## src/rtl/cop_pkg.sv

```systemverilog
// ============================================================================
// cop_pkg: shared types, constants and arithmetic helpers
// Fixed-point formats, the CORDIC angle table and the Q30 product helpers
// used by the orbit state generator.
// ============================================================================
package cop_pkg;

    // CORDIC precision and widths
    localparam int TRIG_FRAC_BITS = 24;
    localparam int CORDIC_STAGES  = TRIG_FRAC_BITS;
    localparam int CORDIC_W       = TRIG_FRAC_BITS + 3;
    localparam int ANGLE_W        = 33;
    localparam int Q30_LSH        = (TRIG_FRAC_BITS < 30) ? 30 - TRIG_FRAC_BITS : 0;
    localparam int Q30_RSH        = (TRIG_FRAC_BITS >= 30) ? TRIG_FRAC_BITS - 30 : 0;

    // Datapath widths
    localparam int TIME_W   = 32;
    localparam int RAD_W    = 24;
    localparam int RATE_W   = 32;
    localparam int TRIG_W   = 32;
    localparam int BIG_W    = 40;
    localparam int OUT_W    = 48;
    localparam int N_OUT    = 9;
    localparam int PROD_W   = RAD_W + BIG_W + 1;
    localparam int Q30_SHIFT = 30;
    localparam int OUT_SHIFT = 14;
    localparam int RATE_SHIFT = 31;

    // Register map
    localparam int APB_ADDR_W = 4;
    localparam int APB_DATA_W = 32;

    localparam logic [31:0] GAIN_Q32   = 32'd2608131496;
    localparam logic [31:0] TWO_PI_Q29 = 32'd3373259426;
    localparam logic signed [CORDIC_W-1:0] CORDIC_X0 =
        CORDIC_W'(GAIN_Q32 >> (32 - TRIG_FRAC_BITS));

    // Arctangent of 2^-i in Q0.32 turns
    localparam logic [31:0] ATAN_TURNS [0:31] = '{
        32'd536870912, 32'd316933406, 32'd167458907, 32'd85004756,
        32'd42667331,  32'd21354465,  32'd10680862,  32'd5340245,
        32'd2670163,   32'd1335087,   32'd667544,    32'd333772,
        32'd166886,    32'd83443,     32'd41722,     32'd20861,
        32'd10430,     32'd5215,      32'd2608,      32'd1304,
        32'd652,       32'd326,       32'd163,       32'd81,
        32'd41,        32'd20,        32'd10,        32'd5,
        32'd3,         32'd1,         32'd1,         32'd0
    };

    typedef enum logic [1:0] {
        REG_SAT_RATE   = 2'd0,
        REG_EARTH_RATE = 2'd1,
        REG_INCL_PHASE = 2'd2
    } t_reg_idx;

    typedef logic signed [TRIG_W-1:0] t_trig;
    typedef logic signed [BIG_W-1:0]  t_big;
    typedef logic signed [PROD_W-1:0] t_prod;
    typedef logic [OUT_W-1:0]         t_word;
    typedef t_word [N_OUT-1:0]        t_state;

    // Configuration-derived terms, all Q30
    typedef struct packed {
        t_trig ci;
        t_trig si;
        t_big  cv1;
        t_big  cv2;
        t_big  ca1;
        t_big  ca2;
        t_big  wsi;
        t_big  wwsi;
    } t_consts;

    localparam t_prod SAT_HI = t_prod'($signed({1'b0, {(OUT_W-1){1'b1}}}));
    localparam t_prod SAT_LO = -SAT_HI - t_prod'(1);

    // floor(a*b / 2^30) for two trig values
    function automatic t_trig mul_tt(t_trig a, t_trig b);
        logic signed [2*TRIG_W-1:0] p;
        p = (2*TRIG_W)'(a) * (2*TRIG_W)'(b);
        return t_trig'(p >>> Q30_SHIFT);
    endfunction

    // floor(a*b / 2^30) for a trig value and a wide term
    function automatic t_big mul_tb(t_trig a, t_big b);
        logic signed [TRIG_W+BIG_W-1:0] p;
        p = (TRIG_W+BIG_W)'(a) * (TRIG_W+BIG_W)'(b);
        return t_big'(p >>> Q30_SHIFT);
    endfunction

    // floor(a*b / 2^30) for two wide terms
    function automatic t_big mul_bb(t_big a, t_big b);
        logic signed [2*BIG_W-1:0] p;
        p = (2*BIG_W)'(a) * (2*BIG_W)'(b);
        return t_big'(p >>> Q30_SHIFT);
    endfunction

    // Scale down to Q31.16 and clamp to the signed 48-bit range
    function automatic t_word sat_out(t_prod p);
        t_prod s;
        s = p >>> OUT_SHIFT;
        if (s > SAT_HI) begin
            return SAT_HI[OUT_W-1:0];
        end else if (s < SAT_LO) begin
            return SAT_LO[OUT_W-1:0];
        end
        return s[OUT_W-1:0];
    endfunction

endpackage

```

## src/rtl/cop_out_buf.sv

```systemverilog
// ============================================================================
// cop_out_buf: output register with skid stage
// Holds a finished result for the consumer and catches one more while the
// pipeline is told to hold.
// ============================================================================
module cop_out_buf
    import cop_pkg::*;
(
    input  logic   i_clk,
    input  logic   i_rst_n,
    input  logic   i_push,
    input  t_state i_data,
    input  logic   i_ready,
    output logic   o_valid,
    output t_state o_data,
    output logic   o_full
);

    logic   r_main_valid;
    logic   r_skid_valid;
    t_state r_main;
    t_state r_skid;
    logic   pop;

    assign pop = r_main_valid && i_ready;

    // Control: main register first, skid behind it
    always_ff @(posedge i_clk) begin
        if (!i_rst_n) begin
            r_main_valid <= 1'b0;
            r_skid_valid <= 1'b0;
        end else if (r_skid_valid) begin
            if (pop) begin
                r_skid_valid <= 1'b0;
            end
        end else if (i_push) begin
            if (r_main_valid && !pop) begin
                r_skid_valid <= 1'b1;
            end else begin
                r_main_valid <= 1'b1;
            end
        end else if (pop) begin
            r_main_valid <= 1'b0;
        end
    end

    // Payload
    always_ff @(posedge i_clk) begin
        if (r_skid_valid) begin
            if (pop) begin
                r_main <= r_skid;
            end
        end else if (i_push) begin
            if (r_main_valid && !pop) begin
                r_skid <= i_data;
            end else begin
                r_main <= i_data;
            end
        end
    end

    assign o_valid = r_main_valid;
    assign o_data  = r_main;
    assign o_full  = r_skid_valid;

    a_skid_behind_main: assert property (@(posedge i_clk) disable iff (!i_rst_n)
        r_skid_valid |-> r_main_valid)
        else $error("skid holds a result while main is empty");

    a_no_push_when_full: assert property (@(posedge i_clk) disable iff (!i_rst_n)
        r_skid_valid |-> !i_push)
        else $error("result pushed while skid is full");

    a_stall_fills_skid: assert property (@(posedge i_clk) disable iff (!i_rst_n)
        (i_push && r_main_valid && !i_ready) |=> r_skid_valid)
        else $error("stalled result not caught in skid");

    a_skid_drains: assert property (@(posedge i_clk) disable iff (!i_rst_n)
        (r_skid_valid && i_ready) |=> (r_main_valid && !r_skid_valid))
        else $error("skid did not move to main on transfer");

endmodule

```

## config.mk

```make
export PLATFORM = sky130hd
export DESIGN_NAME = cop_out_buf
export DESIGN_NICKNAME = d
export VERILOG_FILES = /design/src/rtl/cop_pkg.sv /design/src/rtl/cop_out_buf.sv
export SDC_FILE = /design/constraint.sdc
export NUM_CORES = 1
export LEC_CHECK = 0
export BUFFER_PORTS_ARGS = -buffer_cell sky130_fd_sc_hd__buf_2
export CORE_AREA = 8 8 331 333
export DETAILED_ROUTE_END_ITERATION = 8
export DIE_AREA = 0 0 339 341
export SLEW_MARGIN = 20
export SYNTH_ARGS = -nofsm -noshare
export SYNTH_HDL_FRONTEND = slang
export SYNTH_SLANG_ARGS = --single-unit
```

## constraint.sdc

```tcl
create_clock -name i_clk -period 35 [get_ports i_clk]
set_input_delay 3.5 -clock i_clk [delete_from_list [all_inputs] [get_ports i_clk]]
set_output_delay 3.5 -clock i_clk [all_outputs]
set_load 0.01 [all_outputs]
```

==> results.py <==
metrics = {
    "run_status": {
        "status": "complete, no violations",
    },
    "synth": {
        "synth_compound_area_share_pct": 0.0712,
        "netlist_instances": 1358,
        "combinational_family_with_the_most_area_after_synthesis": "multiplexers",
        "yosysSeqAreaShare_pct": 82.2,
        "synth-simple-area-share_pct": 0.0950,
        "syn-cell-area_um2": 31600,
        "synth-xor-area-share_pct": 0,
        "synth.net_count": 1794,
        "syn_area_per_cell_um2": 23.3,
        "yosysWarningCount": 0,
        "synth-seq-cells": 866,
        "post_synth_fa_ha_maj_area_fraction_pct": 0,
        "synth.mux.area_fraction_pct": 15.9,
        "netlist-cell-type-count": 16,
    },
    "worst_setup_path": {
        "path_max_fanout": 78,
        "ff2ff_setup_slack_ns": 30.01,
        "kind_of_cell_with_the_highest_combined_delay_on_the_critical_path": "buffers and inverters",
        "cp_data_required_time_ns": 35.26,
        "crit_path_frequent_cell": "sky130_fd_sc_hd__buf_4",
        "critical_path.cell_chain": "buf_2 -> mux2i_1 -> a21oi_4 -> buf_4 -> buf_4 -> buf_4 -> buf_4",
        "total_stage_count_of_the_critical_path": 7,
        "worstReg2RegStart": "o_full$_SDFF_PN0_",
        "timing.critical_path.slowest_stage_cell": "sky130_fd_sc_hd__buf_4",
        "setup.worst_path.class": "in2reg",
        "crit_end": "o_data[298]$_DFFE_PP_",
        "setup.worst_path.end_class": "flop",
        "crit-reg2reg-capture": "o_data[298]$_DFFE_PP_",
        "critical_path.n_buffers_inverters": 5,
        "rr_worst_depth": 6,
        "delay_of_the_slowest_cell_on_the_worst_path_ns": 0.94,
        "worstSetupStartpoint": "i_push",
        "worst_setup_path_start_kind": "input port",
        "critical_path_at_ns": 7.37,
    },
    "finish": {
        "fillers": 9571,
        "final_nets": 2724,
        "post_route_cells_drive_above_1_share_pct": 60.9,
        "final_area_um2": 40200,
        "fin_util_pct": 38.5,
        "areaGrowthSynthToFinish_pct": 27.1,
    },
    "timing": {
        "grt_setup_unrepaired": "no",
        "timing.final.setup_violations": 0,
        "hold_violations": 0,
        "final_critical_path_setup_slack_ns": 27.90,
        "maxSlewViolCount": 0,
        "achievable-frequency_mhz": 141,
        "maxSlewHeadroom_pct": 26.9,
        "timing_worst_slew_pin_value_ns": 1.10,
        "post_layout_minimum_cycle_time_ns": 7.10,
        "min_period_over_period_pct": 20.3,
        "fin_tns_setup_ns": 0,
        "finalClockSkew_ns": 0.0151,
    },
    "cts": {
        "cts_tree": "yes",
        "cts_made_buffers": 92,
        "worstSkewPairLatency_ns": 0.65,
        "cts.path.max_buffers": 3,
        "ctsResizeCount": 0,
        "clock-root-buffer": "sky130_fd_sc_hd__clkbuf_16",
        "cts_max_level": 3,
        "numClockSinks": 866,
        "holdBufCountCts": 0,
        "cts_post_setup_buffers_inserted": 0,
        "clk_transition_reported_paths_ns": 0.07,
    },
    "power_and_ir_drop": {
        "peakVddDrop_v": 0.0000429,
        "comb_power_share_pct": 8.5,
        "power_report.internal_total_w": 0.00182,
        "pwr-share-clk_pct": 38.8,
        "power_density_nw_per_um2": 58.6,
        "p_sw_w": 0.000533,
        "power.share.sequential_pct": 52.6,
        "power.static_leakage_nw": 14.7,
        "swShare_pct": 22.6,
    },
    "job": {
        "cap_violations": 0,
    },
    "route": {
        "post_drt_wl_per_cell_um": 21.7,
        "vias": 16481,
        "routed_wl_mm": 81.8,
        "ant_nets": 0,
        "detailedRoute.firstPassIterationCount": 4,
        "vias_per_cell": 4.37,
        "drtIter0Drc": 1050,
        "drc": 0,
    },
    "min_path": {
        "holdCritStartpoint": "r_skid[145]$_DFFE_PP_",
        "min-delay-path-class": "reg2reg",
    },
    "grt": {
        "grt_overflow": 0,
        "grt_antenna_before_repair": 38,
        "global_route_wire_length_before_repair_mm": 118,
        "grt_pass1_vias": 18110,
        "grt_start_max_net_pins": 158,
        "grt_use_total_pct": 13.4,
    },
    "floorplan": {
        "fp.dieH_um": 341,
        "initial_core_util_pct": 30.3,
        "pin_count": 870,
        "die_w_um": 339,
        "fp.dieArea_um2": 116000,
        "core_area_um2": 104000,
        "fp-row-count": 119,
    },
    "placed_design": {
        "placement.setup.worst_slack_ns": 27.14,
        "gp_congestion": 0.811,
        "place_area_um2": 37300,
        "dp_hpwl_mm": 58.8,
        "placement.io_buffers": 869,
    },
}
==> cell type report <==
| cell class | count | area, um2 | share of cell area [%] |
|---|---|---|---|
| Sequential cell | 866 | 26000 | 64.7 |
| Multi-Input combinational cell | 441 | 5090 | 12.7 |
| Timing Repair Buffer | 885 | 4500 | 11.2 |
| Clock buffer | 115 | 2390 | 5.94 |
| Tap cell | 1391 | 1740 | 4.33 |
| Clock inverter | 49 | 412 | 1.02 |
| Antenna cell | 20 | 50.0 | 0.125 |
| Inverter | 2 | 7.51 | 0.0187 |
==> placed cells by master (no fill, tap or decap) <==
cell                         count
sky130_fd_sc_hd__inv_1           2
sky130_fd_sc_hd__buf_6           1
sky130_fd_sc_hd__nor2b_1         1
sky130_fd_sc_hd__mux2_4         40
sky130_fd_sc_hd__clkinv_16       1
sky130_fd_sc_hd__o21ai_0         1
sky130_fd_sc_hd__mux2_1          5
sky130_fd_sc_hd__nand2_1         1
sky130_fd_sc_hd__diode_2        20
sky130_fd_sc_hd__buf_12          2
sky130_fd_sc_hd__a211oi_1        1
sky130_fd_sc_hd__nand3b_1        1
sky130_fd_sc_hd__a21oi_4         1
sky130_fd_sc_hd__bufinv_16       4
sky130_fd_sc_hd__and4bb_4        1
sky130_fd_sc_hd__dfxtp_1         1
sky130_fd_sc_hd__clkinv_2       16
sky130_fd_sc_hd__mux2i_1         1
sky130_fd_sc_hd__inv_6           4
sky130_fd_sc_hd__clkbuf_1       23
sky130_fd_sc_hd__inv_16          3
sky130_fd_sc_hd__buf_2         869
sky130_fd_sc_hd__mux2_2        387
sky130_fd_sc_hd__clkinvlp_4      2
sky130_fd_sc_hd__a21oi_1         1
sky130_fd_sc_hd__clkbuf_16      92
sky130_fd_sc_hd__dfxtp_4         1
sky130_fd_sc_hd__buf_4          13
sky130_fd_sc_hd__clkinv_1       19
sky130_fd_sc_hd__edfxtp_1      864
==> synthesized netlist by cell type <==
master                     instances  area [um2]
sky130_fd_sc_hd__and4bb_2          1        12.5
sky130_fd_sc_hd__mux2_4           40         601
sky130_fd_sc_hd__dfxtp_1           2        40.0
sky130_fd_sc_hd__mux2i_1           1        10.0
sky130_fd_sc_hd__buf_4             1        7.51
sky130_fd_sc_hd__buf_6            48         541
sky130_fd_sc_hd__nand3b_1          1        7.51
sky130_fd_sc_hd__a211oi_1          1        7.51
sky130_fd_sc_hd__o21ai_0           1        5.00
sky130_fd_sc_hd__a21oi_1           2        10.0
sky130_fd_sc_hd__nand2_1           1        3.75
sky130_fd_sc_hd__inv_1             2        7.51
sky130_fd_sc_hd__edfxtp_1        864       25900
sky130_fd_sc_hd__mux2_2          387        4360
sky130_fd_sc_hd__nor2b_1           1        6.26
sky130_fd_sc_hd__mux2_1            5        56.3
==> how the worst min path moves through the flow <==
stage                            endpoint  slack, ns  cells past startpoint
floorplan            o_data[38]$_DFFE_PP_       0.51                      1
global placement    o_data[419]$_DFFE_PP_       0.52                      1
detailed placement   o_data[40]$_DFFE_PP_       0.52                      1
CTS                 o_data[410]$_DFFE_PP_       0.54                      1
global route        o_data[173]$_DFFE_PP_       0.55                      1
finish              o_data[145]$_DFFE_PP_       0.54                      1
==> registers in the layout, summed over array words and instances (netlist names) <==
register  flops
o_data      432
r_skid      432
o_full        1
o_valid       1
==> stage by stage <==
step | std cells | hold WS, ns | total power, W
finish | 3769 | 0.537 | 0.00236
global route | 3765 | 0.546 | 0.00244
CTS | 3749 | 0.537 | 0.00239
detailed placement | 3585 | 0.517 | 0.00147
global placement | 3585 | 0.519 | 0.00146
floorplan | 1358 | 0.508 | 0.00140
==> power by group through the flow <==
stage	Combinational (W)	Sequential, W	Clock, W
floorplan	0.0000809	0.00132	0
global placement	0.000202	0.00126	0
detailed placement	0.000207	0.00126	0
CTS	0.000207	0.00124	0.000944
global route	0.000217	0.00124	0.000979
finish	0.000201	0.00124	0.000915
==> worst register-to-register path, stage by stage (launching register included) <==
cell and delay, ns:
sky130_fd_sc_hd__dfxtp_4 0.74, sky130_fd_sc_hd__mux2i_1 0.23, sky130_fd_sc_hd__a21oi_4 0.14, sky130_fd_sc_hd__buf_4 0.61, sky130_fd_sc_hd__buf_4 0.82, sky130_fd_sc_hd__buf_4 1.01, sky130_fd_sc_hd__buf_4 1.02
==> cell families (layout without fill, tap and decap cells) <==
group / Yosys count / in the layout
mux: 433 / 433
compound gates: 4 / 4
simple gates: 4 / 4
buf+inv: 51 / 1051
flops: 866 / 866
other cells: 0 / 20
==> per-layer routing <==
metal	vias to the layer above	global-route usage, %	share of wire [%]
met2	687	22.6	50
met5	-	0	0.27
met3	160	5.20	8.8
met1	8225	15.0	38
met4	30	5.77	3.4
li1	7379	-	-
No activity file was read; power rests on OpenSTA's default activity.
